**config.mk**
```make
export PLATFORM = sky130hd
export DESIGN_NAME = color_threshold_centroid_top
export DESIGN_NICKNAME = d
export VERILOG_FILES = /design/src/hdl/ctc_pkg.sv /design/src/hdl/ctc_front.sv /design/src/hdl/ctc_queue.sv /design/src/hdl/ctc_back.sv /design/src/hdl/color_threshold_centroid_top.sv
export SDC_FILE = /design/constraint.sdc
export NUM_CORES = 2
export LEC_CHECK = 0
export ABC_AREA = 1
export BUFFER_PORTS_ARGS = -buffer_cell sky130_fd_sc_hd__clkbuf_2
export CORE_AREA = 3 3 324 326
export DETAILED_ROUTE_END_ITERATION = 12
export DIE_AREA = 0 0 327 329
export GPL_ROUTABILITY_DRIVEN = 0
export GPL_TIMING_DRIVEN = 0
export PLACE_DENSITY = 0.66
export SYNTH_ARGS = -nofsm -noshare
export SYNTH_HDL_FRONTEND = slang
export SYNTH_SLANG_ARGS = --single-unit
```
**constraint.sdc**
```tcl
create_clock -name clk_i -period 17.6 [get_ports clk_i]
set_clock_uncertainty 0.15 [all_clocks]
set_input_delay 1.76 -clock clk_i [delete_from_list [all_inputs] [get_ports clk_i]]
set_output_delay 1.76 -clock clk_i [all_outputs]
set_load 0.05 [all_outputs]
```
**src/hdl/ctc_pkg.sv**
```systemverilog
// Shared types and constants for the color threshold centroid block.
// No dependencies; every other file in hdl/ refers to this package.
`default_nettype none

package ctc_pkg;

  // Frame geometry limit.
  localparam int unsigned MAX_ROWS = 1024;
  localparam logic [9:0] ROW_LIMIT = (MAX_ROWS > 1024) ? 10'd1023 : 10'(MAX_ROWS - 1);

  // Saturation limits and widths.
  localparam int unsigned SUM_W  = 28;
  localparam int unsigned MOM_W  = 39;
  localparam int unsigned CENT_W = 14;
  localparam logic [CENT_W-1:0] CENT_MAX = '1;

  // Reset values of the configuration registers.
  localparam logic [10:0] FRAME_WIDTH_RESET = 11'd640;
  localparam logic [27:0] MIN_TOTAL_RESET   = 28'd0;

  // Configuration register indexes.
  typedef enum logic [0:0] {
    CFG_FRAME_WIDTH = 1'b0,
    CFG_MIN_TOTAL   = 1'b1
  } cfg_idx_e;

  // Depth of the queue between front and back.
  localparam int unsigned QUEUE_DEPTH = 4;
  localparam int unsigned QUEUE_AW    = $clog2(QUEUE_DEPTH);

  // Quotient bits produced by the frame-end divider, one per step.
  localparam int unsigned DIV_STEPS = CENT_W;

  typedef struct packed {
    logic [7:0] blue_level;
    logic [7:0] green_level;
    logic [7:0] red_level;
    logic       last_pixel;
  } pix_t;

  typedef struct packed {
    logic [7:0]        gray_level;
    logic              frame_done;
    logic [CENT_W-1:0] centroid_col;
    logic [CENT_W-1:0] centroid_row;
    logic [SUM_W-1:0]  total_weight;
    logic              detected;
  } res_t;

  // One queued item: the pixel weight and, for the last pixel, the frame sums.
  typedef struct packed {
    logic [7:0]       gray;
    logic             last;
    logic [MOM_W-1:0] col_mom;
    logic [MOM_W-1:0] row_mom;
    logic [SUM_W-1:0] total;
    logic             detected;
  } job_t;

endpackage

`default_nettype wire

```
**src/hdl/ctc_front.sv**
```systemverilog
// Front part: configuration registers, pixel weighting and frame accumulators.
// Depends on ctc_pkg; pushes one job per accepted pixel into the queue.
`default_nettype none

module ctc_front (
  input  wire logic              clk_i,
  input  wire logic              rst_ni,
  input  wire logic              cfg_we_i,
  input  wire ctc_pkg::cfg_idx_e cfg_idx_i,
  input  wire logic [27:0]       cfg_data_i,
  input  wire logic              in_valid_i,
  input  wire ctc_pkg::pix_t     in_data_i,
  input  wire logic              queue_full_i,
  output logic                   in_stall_o,
  output logic                   push_o,
  output ctc_pkg::job_t          job_o
);

  logic [10:0] frame_width_q;
  logic [27:0] min_total_q;
  logic [9:0]  col_cnt_q;
  logic [9:0]  row_cnt_q;
  logic [ctc_pkg::SUM_W-1:0] sum_q, sum_d;
  logic [ctc_pkg::MOM_W-1:0] col_mom_q, col_mom_d;
  logic [ctc_pkg::MOM_W-1:0] row_mom_q, row_mom_d;

  logic signed [10:0] raw_w;
  logic [7:0]         weight;
  logic [17:0]        col_prod, row_prod;
  logic [ctc_pkg::SUM_W:0] sum_ext;
  logic [ctc_pkg::MOM_W:0] col_ext, row_ext;
  logic [10:0]        width_eff;
  logic               row_end;
  logic               accept;

  assign in_stall_o = queue_full_i;
  assign accept     = in_valid_i && !queue_full_i;
  assign push_o     = accept;

  // The raw weight ranges from -1020 to 510, so 11 signed bits hold it.
  always_comb begin
    raw_w = $signed({2'b00, in_data_i.red_level, 1'b0})
          - $signed({3'b000, in_data_i.green_level})
          - $signed({2'b00, in_data_i.blue_level, 1'b0})
          - $signed({3'b000, in_data_i.blue_level});
    if (raw_w[10]) begin
      weight = 8'd0;
    end else if (raw_w[9:8] != 2'b00) begin
      weight = 8'd255;
    end else begin
      weight = raw_w[7:0];
    end
  end

  always_comb begin
    col_prod = weight * col_cnt_q;
    row_prod = weight * row_cnt_q;
    sum_ext  = {1'b0, sum_q} + (ctc_pkg::SUM_W + 1)'(weight);
    col_ext  = {1'b0, col_mom_q} + (ctc_pkg::MOM_W + 1)'(col_prod);
    row_ext  = {1'b0, row_mom_q} + (ctc_pkg::MOM_W + 1)'(row_prod);
    sum_d     = sum_ext[ctc_pkg::SUM_W] ? '1 : sum_ext[ctc_pkg::SUM_W-1:0];
    col_mom_d = col_ext[ctc_pkg::MOM_W] ? '1 : col_ext[ctc_pkg::MOM_W-1:0];
    row_mom_d = row_ext[ctc_pkg::MOM_W] ? '1 : row_ext[ctc_pkg::MOM_W-1:0];
  end

  always_comb begin
    if (frame_width_q == 11'd0) begin
      width_eff = 11'd1;
    end else if (frame_width_q > 11'd1024) begin
      width_eff = 11'd1024;
    end else begin
      width_eff = frame_width_q;
    end
    row_end = ({1'b0, col_cnt_q} + 11'd1) >= width_eff;
  end

  always_comb begin
    job_o.gray     = weight;
    job_o.last     = in_data_i.last_pixel;
    job_o.col_mom  = col_mom_d;
    job_o.row_mom  = row_mom_d;
    job_o.total    = sum_d;
    job_o.detected = sum_d > min_total_q;
  end

  always_ff @(posedge clk_i or negedge rst_ni) begin
    if (!rst_ni) begin
      frame_width_q <= ctc_pkg::FRAME_WIDTH_RESET;
      min_total_q   <= ctc_pkg::MIN_TOTAL_RESET;
    end else if (cfg_we_i) begin
      unique case (cfg_idx_i)
        ctc_pkg::CFG_FRAME_WIDTH: frame_width_q <= cfg_data_i[10:0];
        ctc_pkg::CFG_MIN_TOTAL:   min_total_q   <= cfg_data_i;
        default:                  ;
      endcase
    end
  end

  always_ff @(posedge clk_i or negedge rst_ni) begin
    if (!rst_ni) begin
      col_cnt_q <= '0;
      row_cnt_q <= '0;
      sum_q     <= '0;
      col_mom_q <= '0;
      row_mom_q <= '0;
    end else if (accept) begin
      if (in_data_i.last_pixel) begin
        col_cnt_q <= '0;
        row_cnt_q <= '0;
        sum_q     <= '0;
        col_mom_q <= '0;
        row_mom_q <= '0;
      end else begin
        sum_q     <= sum_d;
        col_mom_q <= col_mom_d;
        row_mom_q <= row_mom_d;
        if (row_end) begin
          col_cnt_q <= '0;
          if (row_cnt_q < ctc_pkg::ROW_LIMIT) begin
            row_cnt_q <= row_cnt_q + 10'd1;
          end
        end else begin
          col_cnt_q <= col_cnt_q + 10'd1;
        end
      end
    end
  end

endmodule

`default_nettype wire

```
**src/hdl/ctc_queue.sv**
```systemverilog
// Short first-in first-out queue of jobs between the front and back parts.
// Depends on ctc_pkg for the job type and depth.
`default_nettype none

module ctc_queue (
  input  wire logic          clk_i,
  input  wire logic          rst_ni,
  input  wire logic          push_i,
  input  wire ctc_pkg::job_t push_data_i,
  input  wire logic          pop_i,
  output logic               full_o,
  output logic               valid_o,
  output ctc_pkg::job_t      head_o
);

  ctc_pkg::job_t mem_q [ctc_pkg::QUEUE_DEPTH];
  logic [ctc_pkg::QUEUE_AW-1:0] wr_ptr_q, rd_ptr_q;
  logic [ctc_pkg::QUEUE_AW:0]   count_q;
  logic do_push, do_pop;

  assign full_o  = count_q == (ctc_pkg::QUEUE_AW + 1)'(ctc_pkg::QUEUE_DEPTH);
  assign valid_o = count_q != '0;
  assign head_o  = mem_q[rd_ptr_q];
  assign do_push = push_i && !full_o;
  assign do_pop  = pop_i && valid_o;

  always_ff @(posedge clk_i) begin
    if (do_push) begin
      mem_q[wr_ptr_q] <= push_data_i;
    end
  end

  always_ff @(posedge clk_i or negedge rst_ni) begin
    if (!rst_ni) begin
      wr_ptr_q <= '0;
      rd_ptr_q <= '0;
      count_q  <= '0;
    end else begin
      if (do_push) begin
        wr_ptr_q <= wr_ptr_q + 1'b1;
      end
      if (do_pop) begin
        rd_ptr_q <= rd_ptr_q + 1'b1;
      end
      if (do_push && !do_pop) begin
        count_q <= count_q + 1'b1;
      end else if (do_pop && !do_push) begin
        count_q <= count_q - 1'b1;
      end
    end
  end

  a_count_bound: assert property (@(posedge clk_i) disable iff (!rst_ni)
    count_q <= (ctc_pkg::QUEUE_AW + 1)'(ctc_pkg::QUEUE_DEPTH))
    else $error("queue fill count exceeds its depth");

  a_ptr_gap: assert property (@(posedge clk_i) disable iff (!rst_ni)
    wr_ptr_q == rd_ptr_q + count_q[ctc_pkg::QUEUE_AW-1:0])
    else $error("queue pointers disagree with fill count");

endmodule

`default_nettype wire

```
**src/hdl/ctc_back.sv**
```systemverilog
// Back part: passes ordinary pixels to the output register and runs the
// frame-end centroid divisions, one quotient bit per cycle. Depends on ctc_pkg.
`default_nettype none

module ctc_back (
  input  wire logic          clk_i,
  input  wire logic          rst_ni,
  input  wire logic          head_valid_i,
  input  wire ctc_pkg::job_t head_i,
  output logic               pop_o,
  output logic               out_valid_o,
  input  wire logic          out_stall_i,
  output ctc_pkg::res_t      out_data_o
);

  typedef enum logic [1:0] {
    S_IDLE,
    S_DIV,
    S_DONE
  } state_e;

  state_e state_q;
  logic [3:0] step_q;
  logic       out_valid_q;
  ctc_pkg::res_t out_q;

  // Frame summary held while the divisions run.
  logic [7:0]                gray_q;
  logic [ctc_pkg::SUM_W-1:0] total_q;
  logic                      det_q;
  logic                      col_sat_q, row_sat_q;
  logic [ctc_pkg::SUM_W-1:0] col_rem_q, row_rem_q, col_rem_d, row_rem_d;
  logic [ctc_pkg::CENT_W-1:0] col_num_q, row_num_q;
  logic [ctc_pkg::CENT_W-1:0] col_quo_q, row_quo_q, col_quo_d, row_quo_d;

  logic out_free;
  logic load_out;
  logic head_sat_col, head_sat_row;
  logic [ctc_pkg::SUM_W:0] col_trial, row_trial;
  logic [ctc_pkg::CENT_W-1:0] col_final, row_final;

  assign out_free = !out_valid_q || !out_stall_i;
  assign pop_o    = (state_q == S_IDLE) && head_valid_i && (head_i.last || out_free);
  assign load_out = ((state_q == S_IDLE) && pop_o && !head_i.last) ||
                    ((state_q == S_DONE) && out_free);

  // A quotient at or above 2^14 saturates; that is the case when the moment
  // reaches total * 2^10, before the four fraction bits are appended.
  assign head_sat_col = head_i.col_mom >= {1'b0, head_i.total, 10'd0};
  assign head_sat_row = head_i.row_mom >= {1'b0, head_i.total, 10'd0};

  // Restoring division step: shift in one numerator bit, subtract if it fits.
  always_comb begin
    col_trial = {col_rem_q, col_num_q[ctc_pkg::CENT_W-1]};
    row_trial = {row_rem_q, row_num_q[ctc_pkg::CENT_W-1]};
    if (col_trial >= {1'b0, total_q}) begin
      col_rem_d = ctc_pkg::SUM_W'(col_trial - {1'b0, total_q});
      col_quo_d = {col_quo_q[ctc_pkg::CENT_W-2:0], 1'b1};
    end else begin
      col_rem_d = col_trial[ctc_pkg::SUM_W-1:0];
      col_quo_d = {col_quo_q[ctc_pkg::CENT_W-2:0], 1'b0};
    end
    if (row_trial >= {1'b0, total_q}) begin
      row_rem_d = ctc_pkg::SUM_W'(row_trial - {1'b0, total_q});
      row_quo_d = {row_quo_q[ctc_pkg::CENT_W-2:0], 1'b1};
    end else begin
      row_rem_d = row_trial[ctc_pkg::SUM_W-1:0];
      row_quo_d = {row_quo_q[ctc_pkg::CENT_W-2:0], 1'b0};
    end
  end

  always_comb begin
    if (total_q == '0) begin
      col_final = '0;
      row_final = '0;
    end else begin
      col_final = col_sat_q ? ctc_pkg::CENT_MAX : col_quo_q;
      row_final = row_sat_q ? ctc_pkg::CENT_MAX : row_quo_q;
    end
  end

  always_ff @(posedge clk_i) begin
    if (state_q == S_IDLE && pop_o && head_i.last) begin
      gray_q    <= head_i.gray;
      total_q   <= head_i.total;
      det_q     <= head_i.detected;
      col_sat_q <= head_sat_col;
      row_sat_q <= head_sat_row;
      col_rem_q <= head_i.col_mom[ctc_pkg::SUM_W+9:10];
      row_rem_q <= head_i.row_mom[ctc_pkg::SUM_W+9:10];
      col_num_q <= {head_i.col_mom[9:0], 4'd0};
      row_num_q <= {head_i.row_mom[9:0], 4'd0};
      col_quo_q <= '0;
      row_quo_q <= '0;
    end else if (state_q == S_DIV) begin
      col_rem_q <= col_rem_d;
      row_rem_q <= row_rem_d;
      col_num_q <= {col_num_q[ctc_pkg::CENT_W-2:0], 1'b0};
      row_num_q <= {row_num_q[ctc_pkg::CENT_W-2:0], 1'b0};
      col_quo_q <= col_quo_d;
      row_quo_q <= row_quo_d;
    end
  end

  always_ff @(posedge clk_i or negedge rst_ni) begin
    if (!rst_ni) begin
      state_q     <= S_IDLE;
      step_q      <= '0;
      out_valid_q <= 1'b0;
      out_q       <= '0;
    end else begin
      if (load_out) begin
        out_valid_q <= 1'b1;
      end else if (!out_stall_i) begin
        out_valid_q <= 1'b0;
      end
      unique case (state_q)
        S_IDLE: begin
          if (pop_o) begin
            if (head_i.last) begin
              state_q <= S_DIV;
              step_q  <= '0;
            end else begin
              out_q <= '{gray_level: head_i.gray, frame_done: 1'b0, centroid_col: '0,
                         centroid_row: '0, total_weight: '0, detected: 1'b0};
            end
          end
        end
        S_DIV: begin
          if (step_q == 4'(ctc_pkg::DIV_STEPS - 1)) begin
            state_q <= S_DONE;
          end else begin
            step_q <= step_q + 4'd1;
          end
        end
        S_DONE: begin
          if (out_free) begin
            state_q <= S_IDLE;
            out_q   <= '{gray_level: gray_q, frame_done: 1'b1, centroid_col: col_final,
                         centroid_row: row_final, total_weight: total_q,
                         detected: (total_q != '0) && det_q};
          end
        end
        default: state_q <= S_IDLE;
      endcase
    end
  end

  assign out_valid_o = out_valid_q;
  assign out_data_o  = out_q;

  a_summary_zero: assert property (@(posedge clk_i) disable iff (!rst_ni)
    out_valid_o && !out_data_o.frame_done |->
      out_data_o.centroid_col == '0 && out_data_o.centroid_row == '0 &&
      out_data_o.total_weight == '0 && !out_data_o.detected)
    else $error("summary fields set on a pixel that does not end the frame");

  a_zero_total: assert property (@(posedge clk_i) disable iff (!rst_ni)
    out_valid_o && out_data_o.frame_done && out_data_o.total_weight == '0 |->
      out_data_o.centroid_col == '0 && out_data_o.centroid_row == '0 &&
      !out_data_o.detected)
    else $error("nonzero centroid or detection with zero total weight");

  a_step_bound: assert property (@(posedge clk_i) disable iff (!rst_ni)
    state_q == S_DIV |-> step_q < 4'(ctc_pkg::DIV_STEPS))
    else $error("divider step count ran past the quotient width");

  a_no_pop_busy: assert property (@(posedge clk_i) disable iff (!rst_ni)
    state_q != S_IDLE |-> !pop_o)
    else $error("queue popped while a frame-end division is in progress");

endmodule

`default_nettype wire

```
**src/hdl/color_threshold_centroid_top.sv**
```systemverilog
// Latency: an ordinary pixel's result is registered in the job queue, then in the
// output register; a frame's last pixel also has load, 14 divider steps and finish.
// Throughput: 1 pixel per cycle unless the queue is full or the output stalls;
// the frame-end divider busies the back part; a 4-entry queue hides part of that.
// Reset (rst_ni low, asynchronous) empties the queue and output register, clears
// counters and sums, and sets frame_width to 640 and the detection threshold to 0.
`default_nettype none

module color_threshold_centroid_top (
  input  wire logic              clk_i,
  input  wire logic              rst_ni,
  input  wire logic              cfg_we_i,
  input  wire ctc_pkg::cfg_idx_e cfg_idx_i,
  input  wire logic [27:0]       cfg_data_i,
  input  wire logic              in_valid_i,
  output logic                   in_stall_o,
  input  wire ctc_pkg::pix_t     in_data_i,
  output logic                   out_valid_o,
  input  wire logic              out_stall_i,
  output ctc_pkg::res_t          out_data_o
);

  logic          push, pop, queue_full, head_valid;
  ctc_pkg::job_t push_job, head_job;

  ctc_front u_front (
    .clk_i        (clk_i),
    .rst_ni       (rst_ni),
    .cfg_we_i     (cfg_we_i),
    .cfg_idx_i    (cfg_idx_i),
    .cfg_data_i   (cfg_data_i),
    .in_valid_i   (in_valid_i),
    .in_data_i    (in_data_i),
    .queue_full_i (queue_full),
    .in_stall_o   (in_stall_o),
    .push_o       (push),
    .job_o        (push_job)
  );

  ctc_queue u_queue (
    .clk_i       (clk_i),
    .rst_ni      (rst_ni),
    .push_i      (push),
    .push_data_i (push_job),
    .pop_i       (pop),
    .full_o      (queue_full),
    .valid_o     (head_valid),
    .head_o      (head_job)
  );

  ctc_back u_back (
    .clk_i        (clk_i),
    .rst_ni       (rst_ni),
    .head_valid_i (head_valid),
    .head_i       (head_job),
    .pop_o        (pop),
    .out_valid_o  (out_valid_o),
    .out_stall_i  (out_stall_i),
    .out_data_o   (out_data_o)
  );

endmodule

`default_nettype wire
```
==> flow_summary.toml <==
[outcome]
status = "finished, final reports clean"

[worst_setup_path]
cp-end-kind = "register"
crit_arrival_ns = 10.51
critPathLaunchType = "primary input"
critPathMaxStageDelay_ns = 0.56
reg2reg_slack_ns = 11.63
cpMostUsedCell = "nand2_1"
critPathKind = "in2reg"
timing.critical_path.required_ns = 17.81
slowest_stage = "fa_1"
worst-path-max-fanout = 10

[placement]
dp.final_hpwl_um = 118000
port_buffers = 126

[power_and_ir_drop]
ir_drop_v = 0.000138
p_total_uw = 11300
powerDensity_nw_per_um2 = 198
leakagePower_uw = 0.0264

[cells_and_area]
fin_nets = 6608
syn2layout_area_growth_pct = 12.1
multi_input_area_um2 = 22700
nFillCells = 9176
layout-drive-gt1-share_pct = 6.63
layout_commonest_cell = "nand2_1"
antenna_cells = 0
final-seq-area_um2 = 24100
layout_common_cells = "nand2_1, inv_1, nor2_1"

[clocking]
cts_setup_buffers = 0
postCtsResizedCells = 0
clk_pin_slew_ns = 0.06
worst_skew_pair.late_latency_ns = 0.68
cts-hold-fix-buffers = 0
cts_tree = "yes"
cts_root_buf = "clkbuf_16"
htreeDepth = 3
cts_num_sinks = 852
numCtsBuffers = 91
clock_path_buffers = 3

[die]
start_util_pct = 49.9
die_w_um = 327
fp.dieH_um = 329
std_cell_rows = 117
core-area_um2 = 102000
io_pins = 127
die-area_um2 = 108000

[drt]
totalWireLength_um = 152000
dr_total_vias = 41650
drtIter0Drc = 4074
dr.pass1.iters = 7
wl_per_cell_um = 20.1
drc = 0
via_per_inst = 5.49
antenna_left = 0

[synthesis]
ys_ff_latch = 852
ys_warn_count = 0
synthesis.nets = 6367
synthTopCellsByArea = "edfxtp_1, dfrtp_1, nand2_1"
synthCells = 5895
syn_area_per_cell_um2 = 8.63
synth_area_leader_cell = "edfxtp_1"
synth_top_area_share_pct = 34.2
synth.distinct_cells = 59
synth_area_um2 = 50900
seq_area_frac_synth_pct = 47.3

[timing]
rsz0062_at_grt = "no"
timing.fmax_ghz = 0.0971
fin_crit_ns = 10.30
tightest_slew_ns = 1.26
period_share_pct = 58.5
setup_viol = 0
finalHoldViolCount = 0
drv_slew = 0
max_slew_margin_pct = 15.2
setup_tns_ns = 0

[grt]
grtUsageTotal_pct = 28.2
grt_start_max_net_pins = 100
grt_first_pass_wirelength_um = 233000
grt.overflow.total = 0
antenna_found_initial = 4
grt_pass1_vias = 40130

[hold_path]
hp-class = "reg2reg"

[flow_run]
cap_viol_max_count = 0
-- critical path, delay by kind of cell --
family / cells / cell delay, ns
AND/OR/NAND/NOR: 17 / 2.59
AO/OA/AOI/OAI: 4 / 0.89
XOR/XNOR: 1 / 0.28
adder cells (fa/ha/maj): 8 / 3.79
buffers and inverters: 9 / 1.19
-- synthesized netlist by cell type, drive strengths merged --
library cell,count
a211oi,2
a21boi,1
a21o,2
a21oi,171
a22oi,1
a31oi,3
a32o,4
a32oi,27
and2,10
and3,2
buf,76
clkbuf,109
clkinv,5
dfrtp,243
dfstp,2
dfxtp,28
edfxtp,579
fa,140
ha,273
inv,877
mux2,1
nand2,1481
nand3,399
nand3b,60
nand4,65
nor2,594
nor2b,1
nor3,66
nor3b,2
nor4,11
o2111ai,1
o211a,1
o211ai,7
o21a,11
o21ai,405
o21bai,10
o221ai,1
o22a,18
o22ai,94
o31ai,4
or2,17
xnor2,31
xor2,60
-- registers in the layout, summed over array words and instances, names as in the netlist, 11 cells and up --
name                   cells
u_back.row_quo_q          14
u_back.row_rem_q          28
u_queue.mem_q            464
u_back.col_quo_q          14
u_back.total_q            28
u_front.sum_q             28
u_front.col_mom_q         39
u_front.min_total_q       28
u_front.frame_width_q     11
u_front.row_mom_q         39
u_back.out_data_o         66
u_back.col_rem_q          28
-- cell families (layout without fill, tap and decap cells) --
family | after synthesis | count (layout) | synth area share, %
and+or+nand+nor | 2708 | 2708 | 22.3
buffers and inverters | 1067 | 1385 | 8.18
DFF | 852 | 852 | 47.3
AOI/OAI and AO/OA | 763 | 763 | 8.37
adders and majority gates | 413 | 413 | 12.2
xor gates and xnor gates | 91 | 91 | 1.60
muxes | 1 | 1 | 0.0221
-- path summary, 6_finish.rpt --
kind / from / to / cells past startpoint
hold / removal: u_back.out_data_o[57] / u_back.out_data_o[57] / 2
setup / recovery: in_data_i[1] / u_queue.mem_q[0][45] / 39
max in group asynchronous: rst_ni / u_front.row_mom_q[27] / 3
min in group asynchronous: rst_ni / u_back.out_data_o[34] / 1
hold reg to reg: u_back.out_data_o[57] / u_back.out_data_o[57] / 2
setup reg to reg: u_front.row_cnt_q[6] / u_queue.mem_q[0][45] / 22
-- layer usage --
metal | track usage (%) | vias to the layer above | wire [um] | share of wire [%]
met5 | 0 | - | 0 | 0
met4 | 12.7 | 0 | 7920 | 5.2
met3 | 4.30 | 343 | 12600 | 8.3
met2 | 45.6 | 1709 | 69200 | 46
met1 | 37.6 | 19740 | 62300 | 41
li1 | - | 19858 | - | -
-- through the flow --
step	instances	setup WS, ns	instance area (um2)	hold WS, ns	util [%]
2_1_floorplan	5895	8.41	50900	0.302	-
3_3_place_gp	7389	3.95	53200	0.307	52.2
3_5_place_dp	7411	6.74	53800	0.314	52.7
4_1_cts	7581	7.43	57000	0.328	55.9
5_1_grt	7581	6.72	57000	0.344	55.9
6_report	7581	7.30	57000	0.321	55.9
-- power by group --
part	total, uW	internal, uW	switching [uW]
Combinational	6060	1770	4290
Sequential	3190	2980	211
Clock	2070	1230	840
Total	11300	5970	5340
-- layout make-up --
| cell class | count | area share [%] |
|---|---|---|
| Sequential cell | 852 | 42.2 |
| Multi-Input combinational cell | 3976 | 39.8 |
| Inverter | 882 | 5.81 |
| Clock buffer | 112 | 4.26 |
| Tap cell | 1368 | 3.00 |
| Timing Repair Buffer | 148 | 1.96 |
| Buffer | 185 | 1.51 |
| Clock inverter | 58 | 1.47 |
(Power assumes the default switching activity.)
